File: src/rtl/core/ksel_pkg.sv
// Package for the k-smallest index selector: beat types and shared constants.
`timescale 1ns / 1ps
package ksel_pkg;

  localparam int unsigned DistW  = 32;
  localparam int unsigned IdxW   = 10;
  localparam int unsigned RankOW = 3;

  // One input beat: a row element.
  typedef struct packed {
    logic [DistW-1:0] distance;
    logic             row_end;
  } ksel_in_t;

  // One output beat: a ranked neighbor.
  typedef struct packed {
    logic [IdxW-1:0]   neighbor_index;
    logic [DistW-1:0]  neighbor_distance;
    logic [RankOW-1:0] rank;
    logic              slot_valid;
    logic              last_of_run;
  } ksel_out_t;

  // One kept entry of the sorted list.
  typedef struct packed {
    logic [DistW-1:0] distance;
    logic [IdxW-1:0]  idx;
    logic             valid;
  } ksel_entry_t;

  // Value of an empty slot.
  localparam ksel_entry_t EntryCleared = '{distance: '1, idx: '0, valid: 1'b0};

endpackage

File: src/rtl/core/k_smallest_index_selector_unit.sv
// Top level of the k-smallest index selector: insertion chain, result chain, handshakes.
`timescale 1ns / 1ps
// Streams one row of distances, one element per beat, and keeps the K smallest with their
// row positions in a chain of K compare-and-shift cells, so a new element is taken every
// cycle but for a waiting row_end beat. Equal distances keep the earlier position first.
// On the row_end beat the sorted chain is copied into a K-deep output shift chain and the
// insertion chain clears, so the next row starts in the very next cycle while the K
// results drain one per cycle whenever out_ready_i is high, nearest first. Input beats
// without row_end are never stalled; a row_end beat waits until all K results of the
// previous row have been taken. Elements past MAX_ROW positions are dropped; rows shorter
// than K give slot_valid low.
module k_smallest_index_selector_unit #(
  parameter int unsigned K       = 8,
  parameter int unsigned MAX_ROW = 1024
) (
  input  logic                clk_i,
  input  logic                rst_ni,
  input  logic                in_valid_i,
  output logic                in_ready_o,
  input  ksel_pkg::ksel_in_t  in_data_i,
  output logic                out_valid_o,
  input  logic                out_ready_i,
  output ksel_pkg::ksel_out_t out_data_o
);
  import ksel_pkg::*;

  localparam int unsigned PosW = $clog2(MAX_ROW + 1);
  localparam int unsigned CntW = $clog2(K + 1);

  logic            in_fire, out_fire, load, ins;
  logic [PosW-1:0] pos_q, pos_d;
  logic [CntW-1:0] cnt_q, cnt_d;
  logic [CntW-1:0] rank_full;

  logic        take      [K];
  ksel_entry_t ent       [K];
  ksel_entry_t ent_ins   [K];
  ksel_entry_t out_ent   [K];

  // Handshakes
  assign in_ready_o  = !in_data_i.row_end || (cnt_q == '0);
  assign in_fire     = in_valid_i && in_ready_o;
  assign out_valid_o = (cnt_q != '0);
  assign out_fire    = out_valid_o && out_ready_i;
  assign load        = in_fire && in_data_i.row_end;
  assign ins         = in_fire && (pos_q < PosW'(MAX_ROW));

  // Row position, saturating at MAX_ROW, cleared at row end
  always_comb begin
    pos_d = pos_q;
    if (load) begin
      pos_d = '0;
    end else if (ins) begin
      pos_d = pos_q + PosW'(1);
    end
  end

  // Results left to drain
  always_comb begin
    cnt_d = cnt_q;
    if (load) begin
      cnt_d = CntW'(K);
    end else if (out_fire) begin
      cnt_d = cnt_q - CntW'(1);
    end
  end

  always_ff @(posedge clk_i or negedge rst_ni) begin
    if (!rst_ni) begin
      pos_q <= '0;
      cnt_q <= '0;
    end else begin
      pos_q <= pos_d;
      cnt_q <= cnt_d;
    end
  end

  // Insertion chain and result chain
  for (genvar i = 0; i < K; i++) begin : g_chain
    logic        left_take;
    ksel_entry_t left_entry;
    ksel_entry_t right_entry;

    if (i == 0) begin : g_head
      assign left_take  = 1'b0;
      assign left_entry = EntryCleared;
    end else begin : g_body
      assign left_take  = take[i-1];
      assign left_entry = ent[i-1];
    end

    if (i == K - 1) begin : g_tail
      assign right_entry = EntryCleared;
    end else begin : g_mid
      assign right_entry = out_ent[i+1];
    end

    ksel_cell u_cell (
      .clk_i        (clk_i),
      .rst_ni       (rst_ni),
      .ins_i        (ins),
      .clear_i      (load),
      .new_dist_i   (in_data_i.distance),
      .new_idx_i    (IdxW'(pos_q)),
      .left_take_i  (left_take),
      .left_entry_i (left_entry),
      .take_o       (take[i]),
      .entry_o      (ent[i]),
      .entry_ins_o  (ent_ins[i])
    );

    ksel_out_cell u_out_cell (
      .clk_i         (clk_i),
      .load_i        (load),
      .load_entry_i  (ent_ins[i]),
      .shift_i       (out_fire),
      .right_entry_i (right_entry),
      .entry_o       (out_ent[i])
    );
  end

  // Output beat from the head of the result chain
  assign rank_full = CntW'(K) - cnt_q;

  always_comb begin
    out_data_o.neighbor_index    = out_ent[0].idx;
    out_data_o.neighbor_distance = out_ent[0].distance;
    out_data_o.rank              = RankOW'(rank_full);
    out_data_o.slot_valid        = out_ent[0].valid;
    out_data_o.last_of_run       = (cnt_q == CntW'(1));
  end

endmodule

File: src/rtl/core/ksel_cell.sv
// One cell of the insertion chain: holds one sorted entry, takes the new element or its neighbor.
`timescale 1ns / 1ps
module ksel_cell (
  input  logic                         clk_i,
  input  logic                         rst_ni,
  input  logic                         ins_i,
  input  logic                         clear_i,
  input  logic [ksel_pkg::DistW-1:0]   new_dist_i,
  input  logic [ksel_pkg::IdxW-1:0]    new_idx_i,
  input  logic                         left_take_i,
  input  ksel_pkg::ksel_entry_t        left_entry_i,
  output logic                         take_o,
  output ksel_pkg::ksel_entry_t        entry_o,
  output ksel_pkg::ksel_entry_t        entry_ins_o
);
  import ksel_pkg::*;

  ksel_entry_t entry_q, entry_d;

  // Strict compare keeps the earlier index ahead on ties.
  assign take_o = ins_i && (!entry_q.valid || (new_dist_i < entry_q.distance));

  // Contents after this element goes in.
  always_comb begin
    if (left_take_i) begin
      entry_ins_o = left_entry_i;
    end else if (take_o) begin
      entry_ins_o = '{distance: new_dist_i, idx: new_idx_i, valid: 1'b1};
    end else begin
      entry_ins_o = entry_q;
    end
  end

  assign entry_d = clear_i ? EntryCleared : entry_ins_o;
  assign entry_o = entry_q;

  always_ff @(posedge clk_i or negedge rst_ni) begin
    if (!rst_ni) begin
      entry_q <= EntryCleared;
    end else begin
      entry_q <= entry_d;
    end
  end

endmodule

File: src/rtl/core/ksel_out_cell.sv
// One cell of the result chain: loaded in parallel at row end, shifts toward the head per beat.
`timescale 1ns / 1ps
module ksel_out_cell (
  input  logic                  clk_i,
  input  logic                  load_i,
  input  ksel_pkg::ksel_entry_t load_entry_i,
  input  logic                  shift_i,
  input  ksel_pkg::ksel_entry_t right_entry_i,
  output ksel_pkg::ksel_entry_t entry_o
);
  import ksel_pkg::*;

  ksel_entry_t entry_q, entry_d;

  // Load wins; the chain is empty whenever a load happens.
  always_comb begin
    if (load_i) begin
      entry_d = load_entry_i;
    end else if (shift_i) begin
      entry_d = right_entry_i;
    end else begin
      entry_d = entry_q;
    end
  end

  assign entry_o = entry_q;

  always_ff @(posedge clk_i) begin
    entry_q <= entry_d;
  end

endmodule

File: config.mk
export PLATFORM = sky130hd
export DESIGN_NAME = k_smallest_index_selector_unit
export DESIGN_NICKNAME = d
export VERILOG_FILES = /design/src/rtl/core/ksel_pkg.sv /design/src/rtl/core/k_smallest_index_selector_unit.sv /design/src/rtl/core/ksel_cell.sv /design/src/rtl/core/ksel_out_cell.sv
export SDC_FILE = /design/constraint.sdc
export NUM_CORES = 2
export LEC_CHECK = 0
export BUFFER_PORTS_ARGS = -buffer_cell sky130_fd_sc_hd__buf_2
export CAP_MARGIN = 0
export CORE_UTILIZATION = 65
export DETAILED_ROUTE_END_ITERATION = 7
export GPL_ROUTABILITY_DRIVEN = 0
export GPL_TIMING_DRIVEN = 0
export PLACE_DENSITY = 0.82
export SYNTH_ARGS = -nofsm -noshare
export SYNTH_HDL_FRONTEND = slang
export SYNTH_HIERARCHICAL = 1
export SYNTH_SLANG_ARGS = --single-unit
File: constraint.sdc
create_clock -name clk_i -period 7.25 [get_ports clk_i]
set_clock_uncertainty 0.1 [all_clocks]
set_input_delay 0.725 -clock clk_i [delete_from_list [all_inputs] [get_ports clk_i]]
set_output_delay 0.725 -clock clk_i [all_outputs]
set_load 0.02 [all_outputs]
==> run metrics <==
largest fanout on the critical path 16; period utilization a little over two thirds; most frequent cells after synthesis a21oi_1, a31oi_1, nor2_1; Tightest Pin Transition approximately 1300 ps; Synth Warn # 6; Pins Over Slew Limit 0; count leader, synth a21oi_1; Sequential Power Share a little under two fifths; # nets final 5245; Initial Util approximately two thirds; Setup WS pre-CTS approximately 2000 ps; sequential area share after synthesis between 40% and 50%; top-area cell type share of the netlist area 21.6%; CORE AREA 72800 um^2; clock latency at the later pin of the worst-skew pair around 650 ps; Max-cap violations 0; Clk pwr share between 10% and 20%; Most used DFF post-synth edfxtp_1; crit path DAT about 5500 ps; #FFs+latches synth between 700 and 800; clock sinks 703; CTS tree yes; Power Total between 0.02 and 0.025 W; Crit path required time approximately 7700 ps; Post-synth ARST share between 50% and 60%; Psw 0.00791 W; synthesized area per cell 10.3 um^2; worst hold slack between 300 and 400 ps; IO Port Bufs 85; min Tclk post-route between 5000 and 6000 ps; diode count 0; WHS Path Cells 3; post-DP HPWL around 94000 um; P per Cell Area between 300 and 400 nW/um^2; GRT Overall Usage ~34%; post-synthesis cell count 4659; Final ANT Viol Nets 0; status finished, final reports clean; I/O pins 86; Hold Crit Class primary input to flip-flop; multi-input logic area ~25000 um^2; Post-Route WL between 100000 and 150000 um; Resized cells post-CTS 0; Root Driver clkbuf_16; first-pass GRT wire length between 200000 and 250000 um; Worst Setup End Kind flip-flop; max frequency approximately 0.20 GHz; Die Span X about 270 um; Max VDD drop between 0.2 and 0.3 mV; Die ar. around 75000 um^2; slack of the critical path 2150 ps; Reg2Reg Depth 16; Rows just under 100; 1st-pass router iterations 6; post-synth top area cell edfxtp_1; CP Launch Type flip-flop; Post-Syn Area approximately 48000 um^2; post-synth cell types between 50 and 60; Power Internal about 0.012 W; vias 38.2k; vias in the first global route ~38k; Overflow after GRT 0; TritonCTS Buffers 81; utilization after layout roughly 72%; Avg Vias per Cell approximately 6.4; WL per Instance between 20 and 25 um; DRC viols 0; ranking of synthesized cells by area edfxtp_1, dfstp_2, mux2_4, a31oi_1, ha_1; Max-slew headroom 13.7%; initial antenna violation count 0; clk slew on worst S/H paths about 60 ps; Final Hold Viols 0; layout cells sized above 1 23.5%; clock buffer depth 3; logic gate share of total power a little over two fifths; register area approximately 20000 um^2; chip height between 200 and 300 um; RSZ-0062 raised after global routing no; Layout area overhead 10.3%; Final Setup Violations 0; dpl cells roughly 5.8k; DRT iter0 DRCs 3667; Max H-tree Level 3; crit path kind flip-flop to flip-flop; Post-synth EDFFs 344; Sw Ratio 39.0%; largest net degree at the start of global routing about 100; fill cell count 5055; Finished Layout Cells 5984; Leak 20.8 nW
==> registers in the layout (all words and copies together) (netlist names) <==
name and flops:
g_chain.u_cell/entry_o 344, g_chain.u_out_cell/entry_o 344, pos_q 11, cnt_q 4
==> final cells by class <==
class | count | share of cell area, %
multi-input cells | 3406 | 47.5
well taps | 959 | 2.28
flip-flops and latches | 703 | 37.2
clock buffers | 114 | 4.25
inverters | 279 | 1.99
repair buffers | 98 | 1.34
plain buffers | 388 | 4.82
clock inverters | 37 | 0.591
==> final timing paths <==
kind	from	endpoint	slack, ps
hold reg to reg	g_chain[1].u_cell/entry_o[19]$_DFF_PN1_	g_chain[2].u_cell/entry_o[19]$_DFF_PN1_	420
min in group asynchronous	rst_ni	g_chain[0].u_cell/entry_o[8]$_DFF_PN0_	570
setup / recovery	cnt_q[0]$_DFFE_PN0P_	g_chain[5].u_out_cell/entry_o[35]$_DFFE_PP_	2150
setup reg to reg	cnt_q[0]$_DFFE_PN0P_	g_chain[5].u_out_cell/entry_o[35]$_DFFE_PP_	2150
max in group asynchronous	rst_ni	g_chain[7].u_cell/entry_o[37]$_DFF_PN1_	5070
hold / removal	out_ready_i	cnt_q[2]$_DFFE_PN0P_	320
==> timing repair <==
action | CTS | global route
hold buffers | 1 | 0
setup buffers | 0 | 0
endpoints found under the hold margin | 7 | 0
==> layer usage <==
metal / vias up / track usage (%) / share of wire (%) / routed length (um)
met5: - / 0 / 0 / 0
met4: 0 / 18.1 / 5.5 / 7020
met3: 362 / 3.66 / 6.8 / 8650
met2: 1795 / 55.7 / 47 / 59400
met1: 18100 / 43.8 / 41 / 52200
li1: 17900 / - / - / -
==> stage by stage <==
| stage | instance area, um^2 | TNS (ps) |
|---|---|---|
| after floorplan | 48200 | 0 |
| after global placement | 49900 | -161110 |
| after detailed placement | 50200 | 0 |
| after CTS | 52700 | 0 |
| after global routing | 52700 | 0 |
| final | 52700 | 0 |
==> critical path, cell delays in order (launching register included) <==
cell and delay, ps:
dfrtp_1 400, inv_1 100, ha_1 210, nor3b_2 270, inv_2 120, a21oi_4 320, buf_12 260, o221ai_1 190
a221o_2 420, nor2_2 240, buf_2 270, clkbuf_1 500, clkbuf_1 560, buf_1 430, a31oi_1 80, a21oi_1 250
mux2_4 190
==> cell usage in the layout, fill, tap and decap left out, types with 49 or more instances in the layout <==
master / n
a2111oi_2: 73
a211oi_1: 83
a211oi_2: 80
a21oi_1: 611
a31oi_1: 512
buf_2: 141
buf_6: 65
clkbuf_1: 218
clkbuf_16: 82
conb_1: 119
dfrtp_1: 103
dfstp_2: 256
edfxtp_1: 344
ha_1: 251
inv_1: 278
mux2_4: 312
nand2_1: 71
nand4_1: 49
nor2_1: 371
nor2b_1: 344
o21ai_0: 264
==> power by group through the flow <==
stage / clock network, W / registers, W / logic [W]
after detailed placement: 0 / 0.00776 / 0.00826
after CTS: 0.00403 / 0.00773 / 0.00840
after floorplan: 0 / 0.00726 / 0.00639
after global routing: 0.00419 / 0.00796 / 0.00937
after global placement: 0 / 0.00773 / 0.00788
final: 0.00399 / 0.00777 / 0.00852
==> cell families (layout without fill, tap and decap cells) <==
| kind of cell | Yosys count | after routing | synth area share (%) |
|---|---|---|---|
| compound gates | 1748 | 1748 | 23.8 |
| simple gates | 931 | 931 | 10.2 |
| flops | 703 | 703 | 41.1 |
| buf+inv | 667 | 916 | 7.50 |
| mux | 346 | 346 | 10.6 |
| fa+ha+maj | 251 | 251 | 6.57 |
| xor+xnor | 11 | 11 | 0.202 |
| other cells | 2 | 119 | 0.0157 |
No activity file was read; power rests on OpenSTA's default activity.
